[config.mk]
export PLATFORM = sky130hd
export DESIGN_NAME = ita2_shift_encoder_flat
export DESIGN_NICKNAME = d
export VERILOG_FILES = /design/src/hw/rtl/ita2e_pkg.sv /design/src/hw/rtl/ita2e_ifs.sv /design/src/hw/rtl/ita2e_lookup.sv /design/src/hw/rtl/ita2e_shift.sv /design/src/hw/rtl/ita2_shift_encoder.sv /design/src/flat_wrapper.sv
export SDC_FILE = /design/constraint.sdc
export NUM_CORES = 1
export LEC_CHECK = 0
export ABC_CLOCK_PERIOD_IN_PS = 7300
export BUFFER_PORTS_ARGS = -buffer_cell sky130_fd_sc_hd__buf_2
export CAP_MARGIN = 20
export CORE_MARGIN = 10
export CORE_UTILIZATION = 64
export DETAILED_ROUTE_END_ITERATION = 16
export GPL_TIMING_DRIVEN = 0
export PLACE_DENSITY = 0.85
export SYNTH_ARGS = -nofsm -noshare
export SYNTH_HDL_FRONTEND = slang
export SYNTH_HIERARCHICAL = 1
export SYNTH_SLANG_ARGS = --single-unit
[constraint.sdc]
create_clock -name i_clk -period 7.3 [get_ports i_clk]
set_input_delay 0.73 -clock i_clk [delete_from_list [all_inputs] [get_ports i_clk]]
set_output_delay 0.73 -clock i_clk [all_outputs]
set_load 0.03 [all_outputs]
[src/hw/rtl/ita2e_pkg.sv]
// Package for the ITA2 shift encoder.
// Holds the shift-class and shift-page types, ITA2 shift codes and the character table.
// No dependencies.
package ita2e_pkg;

    localparam int CHAR_W = 8;
    localparam int CODE_W = 5;

    localparam logic [CODE_W-1:0] CODE_FIGS = 5'd27;
    localparam logic [CODE_W-1:0] CODE_LTRS = 5'd31;

    typedef enum logic [1:0] {
        CLS_ANY = 2'b00,
        CLS_LTR = 2'b01,
        CLS_FIG = 2'b10
    } t_cls;

    typedef enum logic [1:0] {
        PAGE_UNK = 2'd0,
        PAGE_LTR = 2'd1,
        PAGE_FIG = 2'd2
    } t_page;

    typedef struct packed {
        logic              mapped;
        t_cls              cls;
        logic [CODE_W-1:0] code;
    } t_entry;

    function automatic logic [15:0] f_table(input logic [CHAR_W-1:0] ch);
        logic [15:0] v;
        unique case (ch)
            8'h0D: v = 16'h0002;
            8'h0A: v = 16'h0008;
            8'h20: v = 16'h0004;
            8'h07: v = 16'h8014;
            8'h21: v = 16'h8016;
            8'h22: v = 16'h8011;
            8'h23: v = 16'h8005;
            8'h24: v = 16'h8012;
            8'h26: v = 16'h800B;
            8'h27: v = 16'h801A;
            8'h28: v = 16'h801E;
            8'h29: v = 16'h8009;
            8'h2B: v = 16'h8011;
            8'h2C: v = 16'h8006;
            8'h2D: v = 16'h8018;
            8'h2E: v = 16'h8007;
            8'h2F: v = 16'h8017;
            8'h30: v = 16'h800D;
            8'h31: v = 16'h801D;
            8'h32: v = 16'h8019;
            8'h33: v = 16'h8010;
            8'h34: v = 16'h800A;
            8'h35: v = 16'h8001;
            8'h36: v = 16'h8015;
            8'h37: v = 16'h801C;
            8'h38: v = 16'h800C;
            8'h39: v = 16'h8003;
            8'h3A: v = 16'h800E;
            8'h3B: v = 16'h800F;
            8'h3D: v = 16'h800F;
            8'h3F: v = 16'h8013;
            8'hC4: v = 16'h8008;
            8'hC5: v = 16'h8016;
            8'hD6: v = 16'h8005;
            8'h41: v = 16'h4018;
            8'h42: v = 16'h4013;
            8'h43: v = 16'h400E;
            8'h44: v = 16'h4012;
            8'h45: v = 16'h4010;
            8'h46: v = 16'h4016;
            8'h47: v = 16'h400B;
            8'h48: v = 16'h4005;
            8'h49: v = 16'h400C;
            8'h4A: v = 16'h401A;
            8'h4B: v = 16'h401E;
            8'h4C: v = 16'h4009;
            8'h4D: v = 16'h4007;
            8'h4E: v = 16'h4006;
            8'h4F: v = 16'h4003;
            8'h50: v = 16'h400D;
            8'h51: v = 16'h401D;
            8'h52: v = 16'h400A;
            8'h53: v = 16'h4014;
            8'h54: v = 16'h4001;
            8'h55: v = 16'h401C;
            8'h56: v = 16'h400F;
            8'h57: v = 16'h4019;
            8'h58: v = 16'h4017;
            8'h59: v = 16'h4015;
            8'h5A: v = 16'h4011;
            default: v = 16'h0000;
        endcase
        return v;
    endfunction

    function automatic t_entry f_lookup(input logic [CHAR_W-1:0] ch);
        logic [CHAR_W-1:0] uc;
        logic [15:0]       raw;
        t_entry            e;
        uc = ch;
        if (ch >= 8'h61 && ch <= 8'h7A) begin
            uc = ch - 8'd32;
        end
        raw      = f_table(uc);
        e.mapped = (raw != 16'h0000);
        e.cls    = t_cls'(raw[15:14]);
        e.code   = raw[CODE_W-1:0];
        return e;
    endfunction

endpackage

[src/hw/rtl/ita2e_ifs.sv]
// Valid/ready channel interfaces for the ITA2 shift encoder.
// Character input channel and code output channel; depends on ita2e_pkg.
interface ita2e_char_if;
    logic                         valid;
    logic                         ready;
    logic [ita2e_pkg::CHAR_W-1:0] char_in;

    modport source (output valid, output char_in, input ready);
    modport sink   (input valid, input char_in, output ready);
endinterface

interface ita2e_code_if;
    logic                         valid;
    logic                         ready;
    logic [ita2e_pkg::CODE_W-1:0] ita2_code;
    logic                         last;

    modport source (output valid, output ita2_code, output last, input ready);
    modport sink   (input valid, input ita2_code, input last, output ready);
endinterface

[src/hw/rtl/ita2e_lookup.sv]
// Input register and character table lookup of the ITA2 shift encoder.
// Depends on ita2e_pkg and ita2e_char_if.
module ita2e_lookup (
    input  logic                i_clk,
    input  logic                i_rst_n,
    ita2e_char_if.sink          i_char,
    output logic                o_vld,
    input  logic                i_rdy,
    output ita2e_pkg::t_entry   o_entry
);
    import ita2e_pkg::*;

    logic              r_vld;
    logic [CHAR_W-1:0] r_char;
    logic              n_vld;

    assign i_char.ready = !r_vld || i_rdy;
    assign n_vld        = i_char.ready ? i_char.valid : r_vld;

    always_ff @(posedge i_clk) begin
        if (!i_rst_n) begin
            r_vld <= 1'b0;
        end else begin
            r_vld <= n_vld;
        end
    end

    always_ff @(posedge i_clk) begin
        if (i_char.valid && i_char.ready) begin
            r_char <= i_char.char_in;
        end
    end

    assign o_vld   = r_vld;
    assign o_entry = f_lookup(r_char);

`ifndef SYNTHESIS
    a_hold_char: assert property (@(posedge i_clk) disable iff (!i_rst_n)
        r_vld && !i_rdy |=> r_vld && $stable(r_char))
        else $error("lookup stage lost a stalled item");
    a_take_char: assert property (@(posedge i_clk) disable iff (!i_rst_n)
        i_char.valid && i_char.ready |=> r_vld)
        else $error("accepted item not registered");
    a_ready_free: assert property (@(posedge i_clk) disable iff (!i_rst_n)
        !r_vld |-> i_char.ready)
        else $error("empty lookup stage not ready");
`endif

endmodule

[src/hw/rtl/ita2e_shift.sv]
// Shift tracking and result register of the ITA2 shift encoder.
// Emits a needed shift code ahead of the held character code; depends on ita2e_pkg, ita2e_code_if.
module ita2e_shift (
    input  logic                i_clk,
    input  logic                i_rst_n,
    input  logic                i_vld,
    output logic                o_rdy,
    input  ita2e_pkg::t_entry   i_entry,
    ita2e_code_if.source        o_code
);
    import ita2e_pkg::*;

    logic              r_out_vld;
    logic [CODE_W-1:0] r_out_code;
    logic              r_out_last;
    logic              r_pend_vld;
    logic [CODE_W-1:0] r_pend_code;
    t_page             r_page;

    logic              n_out_vld;
    logic [CODE_W-1:0] n_out_code;
    logic              n_out_last;
    logic              n_pend_vld;
    logic [CODE_W-1:0] n_pend_code;
    t_page             n_page;

    logic acc;
    logic need_ltr;
    logic need_fig;

    assign o_rdy    = !r_out_vld || (o_code.ready && !r_pend_vld);
    assign acc      = i_vld && o_rdy;
    assign need_ltr = i_entry.mapped && i_entry.cls == CLS_LTR && r_page != PAGE_LTR;
    assign need_fig = i_entry.mapped && i_entry.cls == CLS_FIG && r_page != PAGE_FIG;

    always_comb begin
        n_out_vld   = r_out_vld;
        n_out_code  = r_out_code;
        n_out_last  = r_out_last;
        n_pend_vld  = r_pend_vld;
        n_pend_code = r_pend_code;
        n_page      = r_page;
        if (r_out_vld && o_code.ready) begin
            if (r_pend_vld) begin
                n_out_code = r_pend_code;
                n_out_last = 1'b1;
                n_pend_vld = 1'b0;
            end else begin
                n_out_vld = 1'b0;
            end
        end
        if (acc && i_entry.mapped) begin
            n_out_vld = 1'b1;
            if (need_fig) begin
                n_out_code  = CODE_FIGS;
                n_out_last  = 1'b0;
                n_pend_vld  = 1'b1;
                n_pend_code = i_entry.code;
                n_page      = PAGE_FIG;
            end else if (need_ltr) begin
                n_out_code  = CODE_LTRS;
                n_out_last  = 1'b0;
                n_pend_vld  = 1'b1;
                n_pend_code = i_entry.code;
                n_page      = PAGE_LTR;
            end else begin
                n_out_code = i_entry.code;
                n_out_last = 1'b1;
            end
        end
    end

    always_ff @(posedge i_clk) begin
        if (!i_rst_n) begin
            r_out_vld  <= 1'b0;
            r_pend_vld <= 1'b0;
            r_page     <= PAGE_UNK;
        end else begin
            r_out_vld  <= n_out_vld;
            r_pend_vld <= n_pend_vld;
            r_page     <= n_page;
        end
    end

    always_ff @(posedge i_clk) begin
        r_out_code  <= n_out_code;
        r_out_last  <= n_out_last;
        r_pend_code <= n_pend_code;
    end

    assign o_code.valid     = r_out_vld;
    assign o_code.ita2_code = r_out_code;
    assign o_code.last      = r_out_last;

`ifndef SYNTHESIS
    a_pend_behind_out: assert property (@(posedge i_clk) disable iff (!i_rst_n)
        r_pend_vld |-> r_out_vld && !r_out_last)
        else $error("pending code without a shift code in front");
    a_shift_code: assert property (@(posedge i_clk) disable iff (!i_rst_n)
        r_out_vld && !r_out_last |-> r_out_code == CODE_FIGS || r_out_code == CODE_LTRS)
        else $error("non-final code is not a shift code");
    a_fig_page: assert property (@(posedge i_clk) disable iff (!i_rst_n)
        acc && i_entry.mapped && i_entry.cls == CLS_FIG |=> r_page == PAGE_FIG)
        else $error("figures item left shift page wrong");
    a_ltr_page: assert property (@(posedge i_clk) disable iff (!i_rst_n)
        acc && i_entry.mapped && i_entry.cls == CLS_LTR |=> r_page == PAGE_LTR)
        else $error("letters item left shift page wrong");
`endif

endmodule

[src/hw/rtl/ita2_shift_encoder.sv]
// ITA2 shift encoder: Latin-1 character in, ITA2 codes out.
// Built from ita2e_lookup and ita2e_shift; depends on ita2e_pkg and ita2e_ifs.
//
// Usage:
//   i_char carries one 8-bit character per item; o_code carries 5-bit ITA2
//   codes, with last set on the final code of each character. Both channels
//   are valid/ready; an item moves on a clock edge with valid and ready high.
//   A letters or figures character whose class differs from the current shift
//   is preceded by LTRS (31) or FIGS (27) with last low. Carriage return, line
//   feed and space come out alone. Unmapped characters give no output.
//   Input accept and the first code being offered are separated by the lookup
//   input register and the shift result register. Throughput: one character per
//   cycle while the receiver is ready; a character needing a shift code holds the
//   output for both its codes (one result register plus one pending-code slot).
//   Reset (synchronous, active low) empties both stages and sets the shift to
//   unknown, so the first letters or figures character always gets a shift code.
//   When the receiver stalls, the output holds its code, the pipeline fills and
//   i_char.ready drops after one more character is buffered.
module ita2_shift_encoder (
    input  logic          i_clk,
    input  logic          i_rst_n,
    ita2e_char_if.sink    i_char,
    ita2e_code_if.source  o_code
);
    import ita2e_pkg::*;

    logic   lk_vld;
    logic   sh_rdy;
    t_entry lk_entry;

    ita2e_lookup u_lookup (
        .i_clk   (i_clk),
        .i_rst_n (i_rst_n),
        .i_char  (i_char),
        .o_vld   (lk_vld),
        .i_rdy   (sh_rdy),
        .o_entry (lk_entry)
    );

    ita2e_shift u_shift (
        .i_clk   (i_clk),
        .i_rst_n (i_rst_n),
        .i_vld   (lk_vld),
        .o_rdy   (sh_rdy),
        .i_entry (lk_entry),
        .o_code  (o_code)
    );

endmodule
[src/flat_wrapper.sv]
// flat-port wrapper written by rule: the top's interface ports become plain ports
module ita2_shift_encoder_flat import ita2e_pkg::*;
  (i_clk, i_rst_n, i_char_valid, i_char_char_in, i_char_ready, o_code_valid, o_code_ita2_code, o_code_last, o_code_ready);
  ita2e_char_if i_char_i ();
  ita2e_code_if o_code_i ();
  input  logic i_clk;
  input  logic i_rst_n;
  input wire logic [$bits(i_char_i.valid)-1:0] i_char_valid;
  input wire logic [$bits(i_char_i.char_in)-1:0] i_char_char_in;
  output wire logic [$bits(i_char_i.ready)-1:0] i_char_ready;
  output wire logic [$bits(o_code_i.valid)-1:0] o_code_valid;
  output wire logic [$bits(o_code_i.ita2_code)-1:0] o_code_ita2_code;
  output wire logic [$bits(o_code_i.last)-1:0] o_code_last;
  input wire logic [$bits(o_code_i.ready)-1:0] o_code_ready;
  assign i_char_i.valid = i_char_valid;
  assign i_char_i.char_in = i_char_char_in;
  assign i_char_ready = i_char_i.ready;
  assign o_code_valid = o_code_i.valid;
  assign o_code_ita2_code = o_code_i.ita2_code;
  assign o_code_last = o_code_i.last;
  assign o_code_i.ready = o_code_ready;
  ita2_shift_encoder u_core (.i_clk(i_clk), .i_rst_n(i_rst_n), .i_char(i_char_i), .o_code(o_code_i));
endmodule
==> reports/qor.yml <==
status: "finished, final reports clean"
critPathMostFrequentCell: "buf_6"
end_kind: "register"
period_minus_slack_ns: 4.16
clk_pin_slew_ns: 0.13
cts-root-buf: "clkbuf_4"
diodes: 0
die-area_sq_mm: 0.00590
nets: 272
finalHoldViolations: 0
clkSinkCount: 24
drv_cap: 0
crit_buf_inv: 3
crit_path_max_fanout: 14
slew_headroom_pct: 65.6
yosysTopAreaCell: "edfxtp_1"
worstPathArrival_ns: 4.18
synthFlopType: "edfxtp_1"
grt_max_degree: 15
ys_ff_latch: 24
crit_type: "reg2reg"
cp.required_ns: 7.32
first_global_vias: 1694
clock_latency_ns: 0.31
cp_top_family: "simple AND/OR/NAND/NOR gates"
synth_top_family_by_area: "compound AO/OA/AOI/OAI gates"
p_per_area_mw_per_mm2: 146
synth_compound_area_share_pct: 26.3
cts_made_buffers: 3
synth_area_sq_mm: 0.00207
rsz0062_at_grt: "no"
tritoncts: "done"
die_y_um: 76.8
post_cts_resized: 0
fin_setup_tns_ns: 0
hpwl_um: 3780
port_buffers: 19
synth_cell_types: 65
die_w_um: 76.8
initial_core_util_pct: 67.2
cts_buffer_depth: 2
place_congestion: 1.00
syn_avg_cell_area_sq_um: 9.19
rows: 20
core_sq_mm: 0.00308
synthTopCellsByArea: "edfxtp_1, ha_1, nor2_1"
synthSimpleGateAreaFrac_pct: 20.1
cts_hold_buf: 0
hp-class: "reg2reg"
maxClockFrequency_mhz: 240
muxShareOfSynthArea_pct: 5.69
syn_inst: 225
seq_area_frac_synth_pct: 32.4
htree_levels: 1
vias_per_cell: 6.13
wl_um: 4710
final_cells: 292
synth_xor_area_share_pct: 0.847
grt.overflow.total: 0
antenna_left: 0
post_drt_wl_per_cell_um: 16.1
antenna_found_initial: 0
cpPeakStageDelay_ns: 0.63
drc: 0
synth_edf_count: 19
track_usage_pct: 15.7
synthAdderAreaFrac_pct: 6.66
netlist.area_leader.share_pct: 27.6
slowest_stage: "edfxtp_1"
startpoint_type: "register"
total_leakage_power_nw: 0.894
crit_path_cell_trace: "inv_1, ha_1, nand2b_1, or3_4, buf_6, a41o_1, buf_6, mux2i_1, a21oi_1, nor4bb_1, nand4bb_1, and2_4, o21ai_2, nand2_1"
grt_pass1_wl_um: 7940
syn_nets: 248
fin_crit_sh_pct: 57.0
ir_drop_v: 0.000117
placedCellCount: 288
firstDrtPassIters: 4
setup_viol: 0
synth-warning-count: 6
skew_ns: 0.0156
vias: 1791
final_layout_size_suffix_gt1_share_pct: 19.8
syn_to_final_growth_pct: 8.54
ys_async_sr_fraction_pct: 0
slew_violations: 0
pin_count: 20
drtIter0Drc: 187
worstMarginPinSlew_ns: 0.515
cts_setup_buffers: 0
-- cells in the mapped netlist, types with 5 or more instances --
library cell	n
nand2b_1	9
o21ai_0	11
mux2i_1	5
o211ai_1	6
nor2_1	27
nand3_1	5
nand2_1	16
a21oi_1	15
inv_1	13
edfxtp_1	19
dfxtp_1	5
ha_1	11
a31oi_1	7
-- worst register-to-register path: cells and delay by family (launching register included) --
family / cells / cell delay [ns]
adders and majority gates: 1 / 0.32
AOI/OAI and AO/OA: 3 / 0.61
muxes: 1 / 0.11
buffers and inverters: 3 / 0.53
DFF: 1 / 0.63
and+or+nand+nor: 6 / 1.70
-- cell type report --
type | instances | area (sq um)
Buffer | 11 | 113
Clock buffer | 3 | 22.5
Clock inverter | 1 | 3.75
Fill cell | 244 | 835
Inverter | 14 | 52.6
Multi-Input combinational cell | 176 | 1230
Sequential cell | 24 | 671
Tap cell | 44 | 55.1
Timing Repair Buffer | 19 | 95.1
-- routing by layer --
| layer | GRT usage (%) | wire, um | share of wire [%] |
|---|---|---|---|
| met1 | 21.4 | 2120 | 45 |
| met2 | 25.1 | 2130 | 45 |
| met3 | 3.38 | 430 | 9.1 |
| met4 | 2.23 | 29 | 0.62 |
| met5 | 0 | 0 | 0 |
-- cells by family (layout without fill, tap and decap cells) --
logic type | count (synthesis) | in the layout
AO/OA/AOI/OAI | 74 | 74
multiplexers | 9 | 9
AND/OR/NAND/NOR | 80 | 80
XOR/XNOR | 2 | 2
flip-flops | 24 | 24
buffers and inverters | 25 | 48
adder cells (fa/ha/maj) | 11 | 11
-- per-stage QoR --
| step | instance area [sq um] | utilization, % | hold WS, ns | setup slack (ns) | total power, W |
|---|---|---|---|---|---|
| after floorplan | 2070 | - | 0.438 | 3.86 | 0.000247 |
| after global placement | 2220 | 72.0 | 0.447 | 3.23 | 0.000272 |
| after detailed placement | 2220 | 72.0 | 0.453 | 3.23 | 0.000273 |
| after CTS | 2240 | 72.9 | 0.471 | 3.22 | 0.000328 |
| after global routing | 2240 | 72.9 | 0.515 | 2.82 | 0.000348 |
| final | 2240 | 72.9 | 0.474 | 3.14 | 0.000327 |
-- where the power goes --
group	internal [W]	switching, W	leakage (nW)	total (W)
clock	0.0000200	0.0000353	0.0154	0.0000553
sequential	0.000158	0.00000625	0.217	0.000164
combinational	0.0000425	0.0000646	0.662	0.000107
-- path summary, 6_finish.rpt --
path                             start                            endpoint  slack, ns  depth (start not counted)
max reg2reg  u_core/u_lookup/r_char[1]  u_core/u_shift/o_code.ita2_code[0]       3.14                         14
min           u_core/u_shift/r_page[1]            u_core/u_shift/r_page[1]       0.47                          2
max          u_core/u_lookup/r_char[1]  u_core/u_shift/o_code.ita2_code[0]       3.14                         14
min reg2reg   u_core/u_shift/r_page[1]            u_core/u_shift/r_page[1]       0.47                          2
-- registers in the layout, indices dropped and copies added (netlist names) --
| name | count |
|---|---|
| u_core/u_shift/o_code.valid | 1 |
| u_core/u_shift/r_pend_vld | 1 |
| u_core/u_shift/r_pend_code | 5 |
| u_core/u_shift/o_code.last | 1 |
| u_core/u_shift/r_page | 2 |
| u_core/u_lookup/r_char | 8 |
| u_core/u_shift/o_code.ita2_code | 5 |
| u_core/u_lookup/o_vld | 1 |
-- placed cells by master, fill, tap and decap left out, types with 2 or more instances in the layout --
master and instances:
o22ai_1 2, buf_2 19, o21ai_0 11, a211o_1 2, ha_1 11, nor2_1 27, xor2_1 2, mux2i_1 5
o211ai_1 6, inv_1 13, a31oi_1 7, buf_6 4, clkbuf_4 3, nand3_1 5, o21ai_2 2, dfxtp_1 5
o21a_1 2, mux2_1 2, mux4_2 2, edfxtp_1 19, buf_4 2, or2b_1 2, a21boi_0 4, clkbuf_1 2
nor2b_1 4, a21oi_1 15, o2111ai_1 2, nand2b_1 9, nor3_1 2, a21o_2 2, buf_8 3, nand2_1 16
Note: power is estimated with default switching activity, not from simulation.
